--- src/rtl/rrbm_pkg.sv ---
// Shared types and constants of the ROM and RAM bank mapper.
`timescale 1ns / 1ps
`default_nettype none

package rrbm_pkg;

   // Field widths of the bus access and of the mapped result.
   localparam int ADDR_W   = 16;
   localparam int DATA_W   = 8;
   localparam int MAP_W    = 21;
   localparam int REGION_W = 3;
   localparam int CSR_IDX_W = 8;

   // Widths of the bank registers and of the configured bank counts.
   localparam int ROM_LOW_W   = 5;
   localparam int UPPER_W     = 2;
   localparam int ROM_BANK_W  = ROM_LOW_W + UPPER_W;
   localparam int ROM_CNT_W   = 8;
   localparam int RAM_CNT_W   = 3;

   // Bus address boundaries.
   localparam logic [ADDR_W-1:0] ADDR_ENABLE_HI = 16'h1FFF;
   localparam logic [ADDR_W-1:0] ADDR_LOW_HI    = 16'h3FFF;
   localparam logic [ADDR_W-1:0] ADDR_ROM_SW_LO = 16'h4000;
   localparam logic [ADDR_W-1:0] ADDR_UPPER_HI  = 16'h5FFF;
   localparam logic [ADDR_W-1:0] ADDR_ROM_SW_HI = 16'h7FFF;
   localparam logic [ADDR_W-1:0] ADDR_RAM_LO    = 16'hA000;
   localparam logic [ADDR_W-1:0] ADDR_RAM_HI    = 16'hBFFF;
   localparam logic [ADDR_W-1:0] ADDR_DMA       = 16'hFF46;

   // Data patterns and advanced-mode thresholds.
   localparam logic [3:0]        RAM_ENABLE_KEY = 4'hA;
   localparam logic [DATA_W-1:0] OPEN_BUS_DATA  = 8'hFF;
   localparam logic [ROM_CNT_W-1:0] ADV_MIN_ROM_BANKS = 8'd32;
   localparam logic [RAM_CNT_W-1:0] ADV_MIN_RAM_BANKS = 3'd1;

   // Configuration register indexes.
   localparam logic [CSR_IDX_W-1:0] CSR_ROM_BANK_COUNT = 8'd0;
   localparam logic [CSR_IDX_W-1:0] CSR_RAM_BANK_COUNT = 8'd1;

   // Access kinds.
   localparam logic FUNC_READ  = 1'b0;
   localparam logic FUNC_WRITE = 1'b1;

   // Region codes of a result.
   typedef enum logic [REGION_W-1:0] {
      REGION_MAIN     = 3'd0,
      REGION_ROM      = 3'd1,
      REGION_RAM      = 3'd2,
      REGION_RAM_OFF  = 3'd3,
      REGION_CONTROL  = 3'd4,
      REGION_RAM_DROP = 3'd5,
      REGION_DMA      = 3'd6
   } region_type;

   // One bus access.
   typedef struct packed {
      logic              func;
      logic [ADDR_W-1:0] address;
      logic [DATA_W-1:0] write_data;
   } req_payload_type;

   // One result.
   typedef struct packed {
      region_type        region;
      logic [MAP_W-1:0]  mapped_address;
      logic [DATA_W-1:0] forced_data;
      logic              bank_error;
   } rsp_payload_type;

   // Bank controller state.
   typedef struct packed {
      logic                 ram_enabled;
      logic [ROM_LOW_W-1:0] rom_bank_low;
      logic [UPPER_W-1:0]   upper_bank_bits;
      logic                 advanced_mode;
   } bank_state_type;

   // Configuration registers.
   typedef struct packed {
      logic [ROM_CNT_W-1:0] rom_bank_count;
      logic [RAM_CNT_W-1:0] ram_bank_count;
   } bank_cfg_type;

   // State update from the decoder to the bank registers.
   typedef struct packed {
      logic           en;
      bank_state_type next;
   } state_update_type;

endpackage

`default_nettype wire

--- src/rtl/rrbm_ifs.sv ---
// Handshake channel interfaces for requests, results and register writes.
`timescale 1ns / 1ps
`default_nettype none

interface rrbm_req_if
   import rrbm_pkg::*;
   ();
   logic              valid;
   logic              ready;
   logic              func;
   logic [ADDR_W-1:0] address;
   logic [DATA_W-1:0] write_data;

   modport source (output valid, func, address, write_data, input ready);
   modport sink   (input valid, func, address, write_data, output ready);
endinterface

interface rrbm_rsp_if
   import rrbm_pkg::*;
   ();
   logic                valid;
   logic                ready;
   logic [REGION_W-1:0] region;
   logic [MAP_W-1:0]    mapped_address;
   logic [DATA_W-1:0]   forced_data;
   logic                bank_error;

   modport source (output valid, region, mapped_address, forced_data, bank_error,
                   input ready);
   modport sink   (input valid, region, mapped_address, forced_data, bank_error,
                   output ready);
endinterface

interface rrbm_csr_if
   import rrbm_pkg::*;
   ();
   logic                 valid;
   logic                 ready;
   logic [CSR_IDX_W-1:0] index;
   logic [DATA_W-1:0]    wdata;

   modport source (output valid, index, wdata, input ready);
   modport sink   (input valid, index, wdata, output ready);
endinterface

`default_nettype wire

--- src/rtl/rom_ram_bank_mapper_top.sv ---
// Top level of the ROM and RAM bank mapper: input register, decode, result register.
// The mapper takes one bus access per cycle and returns one result per access: the
// access is captured in an input register, decoded and translated against the current
// bank registers in a single pass, and the result lands in an output register while the
// bank registers take their new values in the same cycle. Accesses therefore stream back
// to back at one per cycle, with the only back-pressure coming from the result channel.
// Register writes on the csr port are always accepted and must be issued while no access
// is in flight.
`timescale 1ns / 1ps
`default_nettype none

module rom_ram_bank_mapper_top
   import rrbm_pkg::*;
#(
   parameter int MAX_ROM_BANKS = 128,
   parameter int MAX_RAM_BANKS = 4
) (
   input  logic        clock,
   input  logic        reset,
   rrbm_req_if.sink    req_bus,
   rrbm_rsp_if.source  rsp_bus,
   rrbm_csr_if.sink    csr_bus
);

   logic             s1_valid_ff;
   logic             s1_valid_in;
   req_payload_type  s1_req_ff;
   logic             out_valid_ff;
   logic             out_valid_in;
   rsp_payload_type  out_rsp_ff;
   logic             s1_adv;
   logic             req_take;
   rsp_payload_type  dec_rsp;
   bank_state_type   dec_next;
   bank_state_type   bank_state;
   bank_cfg_type     bank_cfg;
   state_update_type update;

   // Pipeline flow: stage one moves on when the result register is free or drains.
   assign s1_adv        = s1_valid_ff && (!out_valid_ff || rsp_bus.ready);
   assign req_bus.ready = !s1_valid_ff || s1_adv;
   assign req_take      = req_bus.valid && req_bus.ready;
   assign s1_valid_in   = req_take ? 1'b1 : (s1_adv ? 1'b0 : s1_valid_ff);
   assign out_valid_in  = s1_adv ? 1'b1 : (rsp_bus.ready ? 1'b0 : out_valid_ff);

   always_ff @(posedge clock) begin
      if (reset) begin
         s1_valid_ff  <= 1'b0;
         out_valid_ff <= 1'b0;
      end else begin
         s1_valid_ff  <= s1_valid_in;
         out_valid_ff <= out_valid_in;
      end
   end

   // Input register captures each accepted beat.
   always_ff @(posedge clock) begin
      if (req_take) begin
         s1_req_ff.func       <= req_bus.func;
         s1_req_ff.address    <= req_bus.address;
         s1_req_ff.write_data <= req_bus.write_data;
      end
   end

   // Result register loads the decoded beat.
   always_ff @(posedge clock) begin
      if (s1_adv) begin
         out_rsp_ff <= dec_rsp;
      end
   end

   rrbm_decode #(
      .MAX_ROM_BANKS (MAX_ROM_BANKS),
      .MAX_RAM_BANKS (MAX_RAM_BANKS)
   ) u_decode (
      .req        (s1_req_ff),
      .state      (bank_state),
      .cfg        (bank_cfg),
      .rsp        (dec_rsp),
      .next_state (dec_next)
   );

   assign update.en   = s1_adv;
   assign update.next = dec_next;

   rrbm_bank_regs u_bank_regs (
      .clock   (clock),
      .reset   (reset),
      .csr_bus (csr_bus),
      .update  (update),
      .state   (bank_state),
      .cfg     (bank_cfg)
   );

   // Result channel outputs.
   assign rsp_bus.valid          = out_valid_ff;
   assign rsp_bus.region         = out_rsp_ff.region;
   assign rsp_bus.mapped_address = out_rsp_ff.mapped_address;
   assign rsp_bus.forced_data    = out_rsp_ff.forced_data;
   assign rsp_bus.bank_error     = out_rsp_ff.bank_error;

   // The low ROM bank never holds zero.
   a_low_bank_nonzero: assert property (@(posedge clock) disable iff (reset)
      bank_state.rom_bank_low != '0)
      else $error("low ROM bank register holds zero");

   // Bank state only moves when a beat passes through the decoder.
   a_state_quiet: assert property (@(posedge clock) disable iff (reset)
      !s1_adv |=> $stable(bank_state))
      else $error("bank state changed without a beat");

   // A bank error is only reported for a control write.
   a_error_on_control: assert property (@(posedge clock) disable iff (reset)
      rsp_bus.valid && rsp_bus.bank_error |-> rsp_bus.region == REGION_CONTROL)
      else $error("bank error outside a control write");

   // Open-bus data appears only on a disabled RAM read.
   a_forced_data: assert property (@(posedge clock) disable iff (reset)
      rsp_bus.valid && (rsp_bus.forced_data != '0) |-> rsp_bus.region == REGION_RAM_OFF)
      else $error("forced data outside a disabled RAM read");

endmodule

`default_nettype wire

--- src/rtl/rrbm_decode.sv ---
// Address decode, bank translation and bank register update logic.
`timescale 1ns / 1ps
`default_nettype none

module rrbm_decode
   import rrbm_pkg::*;
#(
   parameter int MAX_ROM_BANKS = 128,
   parameter int MAX_RAM_BANKS = 4
) (
   input  req_payload_type  req,
   input  bank_state_type   state,
   input  bank_cfg_type     cfg,
   output rsp_payload_type  rsp,
   output bank_state_type   next_state
);

   localparam logic [ROM_CNT_W-1:0] MaxRom = ROM_CNT_W'(MAX_ROM_BANKS);
   localparam logic [RAM_CNT_W-1:0] MaxRam = RAM_CNT_W'(MAX_RAM_BANKS);

   logic [ROM_CNT_W-1:0]  rom_eff;
   logic [RAM_CNT_W-1:0]  ram_eff;
   logic [ROM_LOW_W-1:0]  low_sel;
   logic [UPPER_W-1:0]    up_sel;
   logic [ROM_BANK_W-1:0] cur_rom_bank;
   logic [ROM_BANK_W-1:0] low_try_bank;
   logic [ROM_BANK_W-1:0] up_try_bank;
   logic [UPPER_W-1:0]    ram_bank;
   logic [MAP_W-1:0]      rom_mapped;
   logic [MAP_W-1:0]      ram_mapped;
   logic [MAP_W-1:0]      main_mapped;
   logic [MAP_W-1:0]      dma_mapped;
   logic                  in_rom_sw;
   logic                  in_ram;

   // Counts above the build limits act as the limits.
   assign rom_eff = (cfg.rom_bank_count > MaxRom) ? MaxRom : cfg.rom_bank_count;
   assign ram_eff = (cfg.ram_bank_count > MaxRam) ? MaxRam : cfg.ram_bank_count;

   // Candidate bank values of a control write; a low bank of zero becomes one.
   assign low_sel = (req.write_data[ROM_LOW_W-1:0] == '0) ?
                    ROM_LOW_W'(1) : req.write_data[ROM_LOW_W-1:0];
   assign up_sel  = req.write_data[UPPER_W-1:0];

   // In advanced mode the upper bits select the RAM bank instead of the ROM bank.
   assign cur_rom_bank = state.advanced_mode ? {{UPPER_W{1'b0}}, state.rom_bank_low} :
                                               {state.upper_bank_bits, state.rom_bank_low};
   assign low_try_bank = state.advanced_mode ? {{UPPER_W{1'b0}}, low_sel} :
                                               {state.upper_bank_bits, low_sel};
   assign up_try_bank  = {up_sel, state.rom_bank_low};
   assign ram_bank     = state.advanced_mode ? state.upper_bank_bits : '0;

   // Translated addresses for each region.
   assign rom_mapped  = {cur_rom_bank, req.address[13:0]};
   assign ram_mapped  = {6'b0, ram_bank, req.address[12:0]};
   assign main_mapped = {5'b0, req.address};
   assign dma_mapped  = {5'b0, req.write_data, 8'h00};

   assign in_rom_sw = (req.address >= ADDR_ROM_SW_LO) && (req.address <= ADDR_ROM_SW_HI);
   assign in_ram    = (req.address >= ADDR_RAM_LO) && (req.address <= ADDR_RAM_HI);

   // Classify the access and work out the next bank state.
   always_comb begin
      rsp.region         = REGION_MAIN;
      rsp.mapped_address = '0;
      rsp.forced_data    = '0;
      rsp.bank_error     = 1'b0;
      next_state         = state;

      if (req.func == FUNC_READ) begin
         if (in_rom_sw) begin
            rsp.region         = REGION_ROM;
            rsp.mapped_address = rom_mapped;
         end else if (in_ram) begin
            if (state.ram_enabled) begin
               rsp.region         = REGION_RAM;
               rsp.mapped_address = ram_mapped;
            end else begin
               rsp.region      = REGION_RAM_OFF;
               rsp.forced_data = OPEN_BUS_DATA;
            end
         end else begin
            rsp.mapped_address = main_mapped;
         end
      end else if (req.address <= ADDR_ENABLE_HI) begin
         rsp.region             = REGION_CONTROL;
         next_state.ram_enabled = (req.write_data[3:0] == RAM_ENABLE_KEY) && (ram_eff != '0);
      end else if (req.address <= ADDR_LOW_HI) begin
         rsp.region = REGION_CONTROL;
         if ({1'b0, low_try_bank} >= rom_eff) begin
            rsp.bank_error = 1'b1;
         end else begin
            next_state.rom_bank_low = low_sel;
         end
      end else if (req.address == ADDR_DMA) begin
         rsp.region         = REGION_DMA;
         rsp.mapped_address = dma_mapped;
      end else if (req.address <= ADDR_UPPER_HI) begin
         rsp.region = REGION_CONTROL;
         if (state.advanced_mode) begin
            if ({1'b0, up_sel} < ram_eff) begin
               next_state.upper_bank_bits = up_sel;
            end
         end else if ({1'b0, up_try_bank} >= rom_eff) begin
            rsp.bank_error = 1'b1;
         end else begin
            next_state.upper_bank_bits = up_sel;
         end
      end else if (in_ram) begin
         if (state.ram_enabled) begin
            rsp.region         = REGION_RAM;
            rsp.mapped_address = ram_mapped;
         end else begin
            rsp.region = REGION_RAM_DROP;
         end
      end else if (req.address <= ADDR_ROM_SW_HI) begin
         rsp.region               = REGION_CONTROL;
         next_state.advanced_mode = req.write_data[0] && (rom_eff > ADV_MIN_ROM_BANKS) &&
                                    (ram_eff > ADV_MIN_RAM_BANKS);
      end else begin
         rsp.mapped_address = main_mapped;
      end
   end

endmodule

`default_nettype wire

--- src/rtl/rrbm_bank_regs.sv ---
// Bank state registers and configuration registers with their write port.
`timescale 1ns / 1ps
`default_nettype none

module rrbm_bank_regs
   import rrbm_pkg::*;
(
   input  logic             clock,
   input  logic             reset,
   rrbm_csr_if.sink         csr_bus,
   input  state_update_type update,
   output bank_state_type   state,
   output bank_cfg_type     cfg
);

   bank_state_type state_ff;
   bank_state_type state_in;
   bank_cfg_type   cfg_ff;
   bank_cfg_type   cfg_in;

   // Register writes are always taken.
   assign csr_bus.ready = 1'b1;

   // Configuration write decode; unknown indexes are ignored.
   always_comb begin
      cfg_in = cfg_ff;
      if (csr_bus.valid) begin
         unique case (csr_bus.index)
            CSR_ROM_BANK_COUNT: cfg_in.rom_bank_count = csr_bus.wdata;
            CSR_RAM_BANK_COUNT: cfg_in.ram_bank_count = csr_bus.wdata[RAM_CNT_W-1:0];
            default: ;
         endcase
      end
   end

   // Bank state follows the decoder whenever an access moves into the result register.
   assign state_in = update.en ? update.next : state_ff;

   always_ff @(posedge clock) begin
      if (reset) begin
         cfg_ff.rom_bank_count    <= 8'd2;
         cfg_ff.ram_bank_count    <= 3'd0;
         state_ff.ram_enabled     <= 1'b0;
         state_ff.rom_bank_low    <= ROM_LOW_W'(1);
         state_ff.upper_bank_bits <= '0;
         state_ff.advanced_mode   <= 1'b0;
      end else begin
         cfg_ff   <= cfg_in;
         state_ff <= state_in;
      end
   end

   assign state = state_ff;
   assign cfg   = cfg_ff;

endmodule

`default_nettype wire

--- src/flat_wrapper.sv ---
// flat-port wrapper written by rule: the top's interface ports become plain ports
module rom_ram_bank_mapper_top_flat import rrbm_pkg::*;
#(
   parameter int MAX_ROM_BANKS = 128,
   parameter int MAX_RAM_BANKS = 4
)
  (clock, reset, req_bus_valid, req_bus_func, req_bus_address, req_bus_write_data, req_bus_ready, rsp_bus_valid, rsp_bus_region, rsp_bus_mapped_address, rsp_bus_forced_data, rsp_bus_bank_error, rsp_bus_ready, csr_bus_valid, csr_bus_index, csr_bus_wdata, csr_bus_ready);
  rrbm_req_if req_bus_i ();
  rrbm_rsp_if rsp_bus_i ();
  rrbm_csr_if csr_bus_i ();
  input  logic clock;
  input  logic reset;
  input wire logic [$bits(req_bus_i.valid)-1:0] req_bus_valid;
  input wire logic [$bits(req_bus_i.func)-1:0] req_bus_func;
  input wire logic [$bits(req_bus_i.address)-1:0] req_bus_address;
  input wire logic [$bits(req_bus_i.write_data)-1:0] req_bus_write_data;
  output wire logic [$bits(req_bus_i.ready)-1:0] req_bus_ready;
  output wire logic [$bits(rsp_bus_i.valid)-1:0] rsp_bus_valid;
  output wire logic [$bits(rsp_bus_i.region)-1:0] rsp_bus_region;
  output wire logic [$bits(rsp_bus_i.mapped_address)-1:0] rsp_bus_mapped_address;
  output wire logic [$bits(rsp_bus_i.forced_data)-1:0] rsp_bus_forced_data;
  output wire logic [$bits(rsp_bus_i.bank_error)-1:0] rsp_bus_bank_error;
  input wire logic [$bits(rsp_bus_i.ready)-1:0] rsp_bus_ready;
  input wire logic [$bits(csr_bus_i.valid)-1:0] csr_bus_valid;
  input wire logic [$bits(csr_bus_i.index)-1:0] csr_bus_index;
  input wire logic [$bits(csr_bus_i.wdata)-1:0] csr_bus_wdata;
  output wire logic [$bits(csr_bus_i.ready)-1:0] csr_bus_ready;
  assign req_bus_i.valid = req_bus_valid;
  assign req_bus_i.func = req_bus_func;
  assign req_bus_i.address = req_bus_address;
  assign req_bus_i.write_data = req_bus_write_data;
  assign req_bus_ready = req_bus_i.ready;
  assign rsp_bus_valid = rsp_bus_i.valid;
  assign rsp_bus_region = rsp_bus_i.region;
  assign rsp_bus_mapped_address = rsp_bus_i.mapped_address;
  assign rsp_bus_forced_data = rsp_bus_i.forced_data;
  assign rsp_bus_bank_error = rsp_bus_i.bank_error;
  assign rsp_bus_i.ready = rsp_bus_ready;
  assign csr_bus_i.valid = csr_bus_valid;
  assign csr_bus_i.index = csr_bus_index;
  assign csr_bus_i.wdata = csr_bus_wdata;
  assign csr_bus_ready = csr_bus_i.ready;
  rom_ram_bank_mapper_top #(.MAX_ROM_BANKS(MAX_ROM_BANKS), .MAX_RAM_BANKS(MAX_RAM_BANKS)) u_core (.clock(clock), .reset(reset), .req_bus(req_bus_i), .rsp_bus(rsp_bus_i), .csr_bus(csr_bus_i));
endmodule
--- config.mk ---
export PLATFORM = sky130hd
export DESIGN_NAME = rom_ram_bank_mapper_top_flat
export DESIGN_NICKNAME = d
export VERILOG_FILES = /design/src/rtl/rrbm_pkg.sv /design/src/rtl/rrbm_ifs.sv /design/src/rtl/rom_ram_bank_mapper_top.sv /design/src/rtl/rrbm_decode.sv /design/src/rtl/rrbm_bank_regs.sv /design/src/flat_wrapper.sv
export SDC_FILE = /design/constraint.sdc
export NUM_CORES = 1
export LEC_CHECK = 0
export BUFFER_PORTS_ARGS = -buffer_cell sky130_fd_sc_hd__buf_2
export CAP_MARGIN = 20
export CORE_AREA = 2 2 86 88
export CTS_BUF_LIST = sky130_fd_sc_hd__clkbuf_8
export CTS_CLUSTER_DIAMETER = 120
export CTS_CLUSTER_SIZE = 20
export DETAILED_ROUTE_END_ITERATION = 10
export DIE_AREA = 0 0 88 90
export HOLD_SLACK_MARGIN = 0.15
export PLACE_DENSITY = 0.82
export SYNTH_ARGS = -nofsm -noshare
export SYNTH_HDL_FRONTEND = slang
export SYNTH_SLANG_ARGS = --single-unit
--- constraint.sdc ---
create_clock -name clock -period 2.45 [get_ports clock]
set_clock_uncertainty 0.1 [all_clocks]
set_input_delay 0.735 -clock clock [delete_from_list [all_inputs] [get_ports clock]]
set_output_delay 0.735 -clock clock [all_outputs]
set_load 0.01 [all_outputs]
Word level (Yosys, flattened, before mapping)
Index checks and enable logic that the tools add are counted.
{"block": "totals", "ff_bits": 80, "input_bits": 46, "out_inout_bits": 36, "word_cells": 102}
{"block": "classes", "magnitude_cmp": 14, "n_eq_ne": 5, "mux": 37, "bitwise_logic": 7, "reduce_logical": 24}
{"operator": "21-bit two-way mux", "count": 4}
{"operator": "24-bit two-way mux", "count": 3}
{"operator": "16-bit by 15-bit <= comparator with 1-bit output, second input constant", "count": 2}
{"operator": "23-bit two-way mux", "count": 1}
{"operator": "3-bit two-way mux", "count": 6}
{"operator": "16-bit == test, second input constant", "count": 1}
{"operator": "16-bit by 15-bit >= comparator with 1-bit output, second input constant", "count": 1}
{"operator": "16-bit >= comparator, second input constant", "count": 1}
{"operator": "7-bit by 8-bit >= comparator with 1-bit output", "count": 2}
{"operator": "16-bit by 13-bit <= comparator with 1-bit output, second input constant", "count": 1}
{"operator": "16-bit by 14-bit <= comparator with 1-bit output, second input constant", "count": 1}
{"operator": "16-bit <= comparator, second input constant", "count": 1}
{"operator": "16-bit two-way mux", "count": 1}
{"operator": "8-bit two-way mux", "count": 2}
{"operator": "8-bit AND reduction", "count": 2}
{"operator": "15-bit two-way mux", "count": 1}
{"operator": "7-bit two-way mux", "count": 2}
{"operator": "1-bit two-way mux", "count": 11}
{"operator": "2-bit two-way mux", "count": 5}
{"operator": "8-bit by 1-bit == test with 1-bit output, second input constant", "count": 1}
{"operator": "8-bit by 6-bit greater-than comparator with 1-bit output, second input constant", "count": 1}
{"operator": "8-bit greater-than comparator, second input constant", "count": 1}
{"operator": "8-bit logical NOT", "count": 1}
{"operator": "1-bit logical AND", "count": 7}
{"operator": "18 further kinds", "count": 28}

Depth between registers and ports, before layout
{"block": "depth", "depth_word": 8, "ltp_mapped": 9, "ltp_nobuf": 8}

Hierarchy
From an unflattened synthesis, not the netlist that was laid out.
{"block": "unflattened", "hier_cells": 297, "hier_area_um2": 3712.3}
{"mod": "rom_ram_bank_mapper_top", "n_inst": 1, "cells_per_inst": 68, "area_per_inst_um2": 1845.5}
{"mod": "rrbm_decode", "n_inst": 1, "cells_per_inst": 145, "area_per_inst_um2": 1028.5}
{"mod": "rrbm_bank_regs", "n_inst": 1, "cells_per_inst": 84, "area_per_inst_um2": 838.3}

Worst setup path before layout
No wires, ideal clock.
{"block": "synth_path", "kind": "flip-flop to flip-flop", "from": "reg u_core.u_bank_regs.cfg_ff, in the netlist u_core.u_bank_regs.cfg[10]", "to": "reg u_core.u_bank_regs.state_ff, in the netlist u_core.u_bank_regs.state[3]", "setup_time_ns": 0.072, "t_arrival_ns": 2.205, "required_time_ns": 2.278, "path_slack_ns": 0.073, "path_stages_with_launch": 10, "period_less_slack_ns": 2.377, "path_cell_list": "dfxtp_1 buf_2 nand2b_1 ha_1 and4b_4 a2111o_1 a311oi_1 and3_1 buf_6 mux2i_1"}
{"block": "synth_between", "elab_chain_cells": 5}
{"element": "from (decl)", "line_no": "rrbm_bank_regs.sv:18", "source": "bank_cfg_type cfg_ff;"}
{"element": "from (signal assigned)", "line_no": "rrbm_bank_regs.sv:48", "source": "cfg_ff <= cfg_in;"}
{"element": "8-bit greater-than comparator", "line_no": "rrbm_decode.sv:37", "source": "assign rom_eff = (cfg.rom_bank_count > MaxRom) ? MaxRom : cfg.rom_bank_count;"}
{"element": "8-bit two-way mux (*)", "line_no": "rrbm_decode.sv:37"}
{"element": "7-bit by 8-bit >= comparator with 1-bit output (*)", "line_no": "rrbm_decode.sv:90", "source": "if ({1'b0, low_try_bank} >= rom_eff) begin"}
{"element": "1-bit inverter (no line) (*)"}
{"element": "5-bit AND reduction (no line) (*)"}
{"element": "to (signal assigned)", "line_no": "rrbm_bank_regs.sv:49", "source": "state_ff <= state_in;"}
{"element": "to (decl)", "line_no": "rrbm_bank_regs.sv:16", "source": "bank_state_type state_ff;"}
Every way passes the cells marked *; elsewhere a longest branch is shown, timed or not.
A chain may end at the register's enable or synchronous reset.

Worst setup path in the final report
{"block": "layout_path", "from": "reg u_core.s1_req_ff[1] in the netlist's numbering", "to": "reg u_core.u_bank_regs.state_ff, in the netlist u_core.u_bank_regs.state[6]"}
{"block": "layout_between", "elab_chain_cells": 6}
{"element": "from (decl)", "line_no": "rom_ram_bank_mapper_top.sv:27", "source": "req_payload_type s1_req_ff;"}
{"element": "5-bit logical NOT", "line_no": "rrbm_decode.sv:41", "source": "assign low_sel = (req.write_data[ROM_LOW_W-1:0] == '0) ?"}
{"element": "5-bit two-way mux (*)", "line_no": "rrbm_decode.sv:41"}
{"element": "7-bit two-way mux", "line_no": "rrbm_decode.sv:48", "source": "assign low_try_bank = state.advanced_mode ? {{UPPER_W{1'b0}}, low_sel} :"}
{"element": "7-bit by 8-bit >= comparator with 1-bit output", "line_no": "rrbm_decode.sv:90"}
{"element": "1-bit inverter (no line)"}
{"element": "5-bit AND reduction (no line)"}
Marked as above.

==> flow_summary.ini <==
[outcome]
run_status = finished, final reports clean

[timing]
layout_min_cycle_time_ns = 2.38
final.setup.tns_ns = 0
setup_viol = 0
maxSlewViolCount = 0
layout_worst_path_cycle_share = 0.971
rsz0062_at_grt = yes
clock.fmax_ghz = 0.420
finalHoldViolCount = 0

[synthesis]
synth_top_cells_by_count = sky130_fd_sc_hd__edfxtp_1 (51), sky130_fd_sc_hd__nor2_1 (29), sky130_fd_sc_hd__nand2b_1 (23)
ys_async_sr_fraction = 0
synth-edff-count = 51
syn_nets = 343
yosys.cell_types.count = 46
synth_top_area_cell = sky130_fd_sc_hd__edfxtp_1
post-synth-top-count-cell = sky130_fd_sc_hd__edfxtp_1
yosysSeqAreaShare = 0.581
synth_top_cell_area_share = 0.451
postSynthAreaPerCell_um2 = 12.0
yosys_warning_total = 0
synth_area_mm2 = 0.00340
netlist_instances = 282
synth_ff_type = sky130_fd_sc_hd__edfxtp_1
yosys_register_bits = 73
synth_area_leaders = sky130_fd_sc_hd__edfxtp_1 (45%), sky130_fd_sc_hd__dfxtp_1 (13%), sky130_fd_sc_hd__mux2i_1 (5.6%)

[clock_network]
htree_num_levels = 3
tritoncts_num_sinks = 73
cts_buffer_depth = 2
numCtsBuffers = 9
postCtsHoldBufs = 0
cts_tree = done
cts_setup_buffers = 0
clk_pin_slew_ns = 0.07
root_buffer = sky130_fd_sc_hd__clkbuf_8
worst_skew_pair.late_latency_ns = 0.35

[drt]
route.vias.total = 2446
drt-vias-per-instance = 5.20
post_drt_wl_per_cell_um = 15.4
drcViolationCount = 0
first_iter_violations = 134
totalWireLength_um = 7240
antenna_violating_nets_post_route = 0
drt_pass1_iterations = 4

[floorplanning]
floorplan.io_pins = 82
fp.dieArea_mm2 = 0.00792
floorplan.initialDensity = 0.484
die_width_um = 88
chipHeight_um = 90
placementRows = 31
core_region_area_mm2 = 0.00702

[critical_path]
cell_breakdown_of_the_critical_path = nor4_2, nor2_1, ha_1, nor2b_1, o21ai_0, a311oi_2, and3_4, mux2i_1
criticalPathCategory = reg -> reg
r2r-end = u_core.u_bank_regs.state[6]
cp_slowest_cell = sky130_fd_sc_hd__edfxtp_1
critical_path.endpoint_type = flop
r2r.worst_path.cells = 8
worstReg2RegStart = u_core.s1_req_ff[1]
cpPeakStageDelay_ns = 0.41
crit_path_max_fanout = 5
crit_required_ns = 2.62
critPathLaunchType = flop
crit_arrival_ns = 2.55
r2r_slack_ns = 0.07

[global_routing]
first_global_vias = 2303
gr-usage-all-layers = 0.191
remaining_global_route_overflow = 0
grt_max_degree = 29
first_pass_grt_wire_length_um = 11300
antenna_found_initial = 0

[hold_path]
worst_hold_startpoint = u_core.u_bank_regs.state[1]
min_path_type = reg -> reg
timing.hold.worst_path_depth = 2
hold-path-endpoint = u_core.u_bank_regs.state[1]

[finish]
fillerInstances = 574
finish.utilization = 0.596
post_route_cells_drive_above_1_share = 0.332
fin_area_mm2 = 0.00418
area_growth_syn_to_layout_pct = 23.1
antennaDiodeCount = 0
num-nets-final = 428

[power_and_ir_drop]
pwr-share-clk = 0.382
maximum_vdd_ir_drop_mv = 0.414
comb_power_share = 0.081
intPower_mw = 2.03
pwr-share-seq = 0.537
total_leakage_power_nw = 1.70
net-switching-power_uw = 577
finalPower_mw = 2.61
p_sw_frac = 0.221
power.density_mw_per_mm2 = 625

[flow_run]
maxcap_violations = 0

[placed_design]
io_buffers = 80
hpwl_after_dpl_um = 5420
gp_congestion = 0.885
post_dp_cell_area_mm2 = 0.00390
## through the flow
| stage | hold WS, ns | worst slack (ns) | instances |
|---|---|---|---|
| 5_1_grt | 0.433 | -0.0452 | 470 |
| 4_1_cts | 0.394 | 0.00212 | 469 |
| 3_5_place_dp | 0.383 | -0.0628 | 454 |
| 2_1_floorplan | 0.356 | 0.0732 | 282 |
| 3_3_place_gp | 0.370 | 0.0210 | 454 |
| 6_report | 0.391 | 0.0704 | 470 |
## area by class of cell
cell class,count,area (µm²),share of cell area
flip-flops and latches,73,1970,0.472
clock inverters,6,83.8,0.0200
multi-input cells,182,1320,0.315
repair buffers,96,541,0.129
well taps,99,124,0.0296
inverters,5,18.8,0.00449
clock buffers,9,124,0.0296
## worst max-delay path: cells and delay by family, from the launching register on
kind                       cells  cell delay (ns)
AOI/OAI and AO/OA              2             0.42
and+or+nand+nor                4             0.87
muxes                          1             0.20
adders and majority gates      1             0.30
DFF                            1             0.41
## logic make-up after synthesis
kind of cell               synth area share
adders and majority gates            0.0553
muxes                                0.0560
DFF                                   0.581
AOI/OAI and AO/OA                    0.0671
and+or+nand+nor                       0.196
buffers and inverters                0.0438
other                               0.00110
## per-layer routing
layer	wire length, µm	global-route usage	vias up	part of all wire
li1	-	-	1178	-
met4	147	0.0859	0	0.020
met3	540	0.0404	12	0.075
met5	0	0	-	0
met2	3610	0.302	108	0.50
met1	2940	0.249	1148	0.41
## flip-flops by register name, summed over array words and instances (netlist names)
| register | count |
|---|---|
| u_core.u_bank_regs.cfg | 11 |
| u_core.rsp_bus.region | 3 |
| u_core.u_bank_regs.state | 9 |
| u_core.s1_valid_ff | 1 |
| u_core.rsp_bus.forced_data | 1 |
| u_core.s1_req_ff | 25 |
| u_core.rsp_bus.bank_error | 1 |
| u_core.rsp_bus.valid | 1 |
| u_core.rsp_bus.mapped_address | 21 |
## power by group through the flow
stage	Sequential (mW)	Clock (mW)	Combinational (mW)
final	1.40	0.998	0.211
after global routing	1.41	1.06	0.232
after CTS	1.40	1.01	0.204
after detailed placement	1.43	0	0.203
after global placement	1.43	0	0.196
after floorplan	1.43	0	0.104
## how the worst max path moves through the flow
stage / start / endpoint / cells after the start
floorplan: u_core.u_bank_regs.cfg[10] / u_core.u_bank_regs.state[3] / 9
global placement: u_core.u_bank_regs.cfg[10] / u_core.u_bank_regs.state[5] / 7
detailed placement: u_core.u_bank_regs.cfg[10] / u_core.u_bank_regs.state[3] / 7
CTS: u_core.u_bank_regs.cfg[10] / u_core.u_bank_regs.state[6] / 7
global route: u_core.s1_req_ff[1] / u_core.u_bank_regs.state[6] / 8
finish: u_core.s1_req_ff[1] / u_core.u_bank_regs.state[6] / 8
## placed cells by master (no fill, tap or decap), drive strengths merged, types with 3 or more instances in the layout
cell	n
nand2b	23
a22o	5
o21ai	10
a21oi	7
nand3	3
mux2i	19
clkbuf	9
buf	96
and2	15
inv	5
nor3	3
ha	15
nor2	30
dfxtp	22
and3	6
nand2	6
nor4	5
edfxtp	51
nor2b	7
nand4b	3
## repair_timing
item                       CTS  global route
gates resized for setup      1            11
pin swaps                    0             2
setup endpoints to repair    5             8
Note: power is estimated with default switching activity, not from simulation.
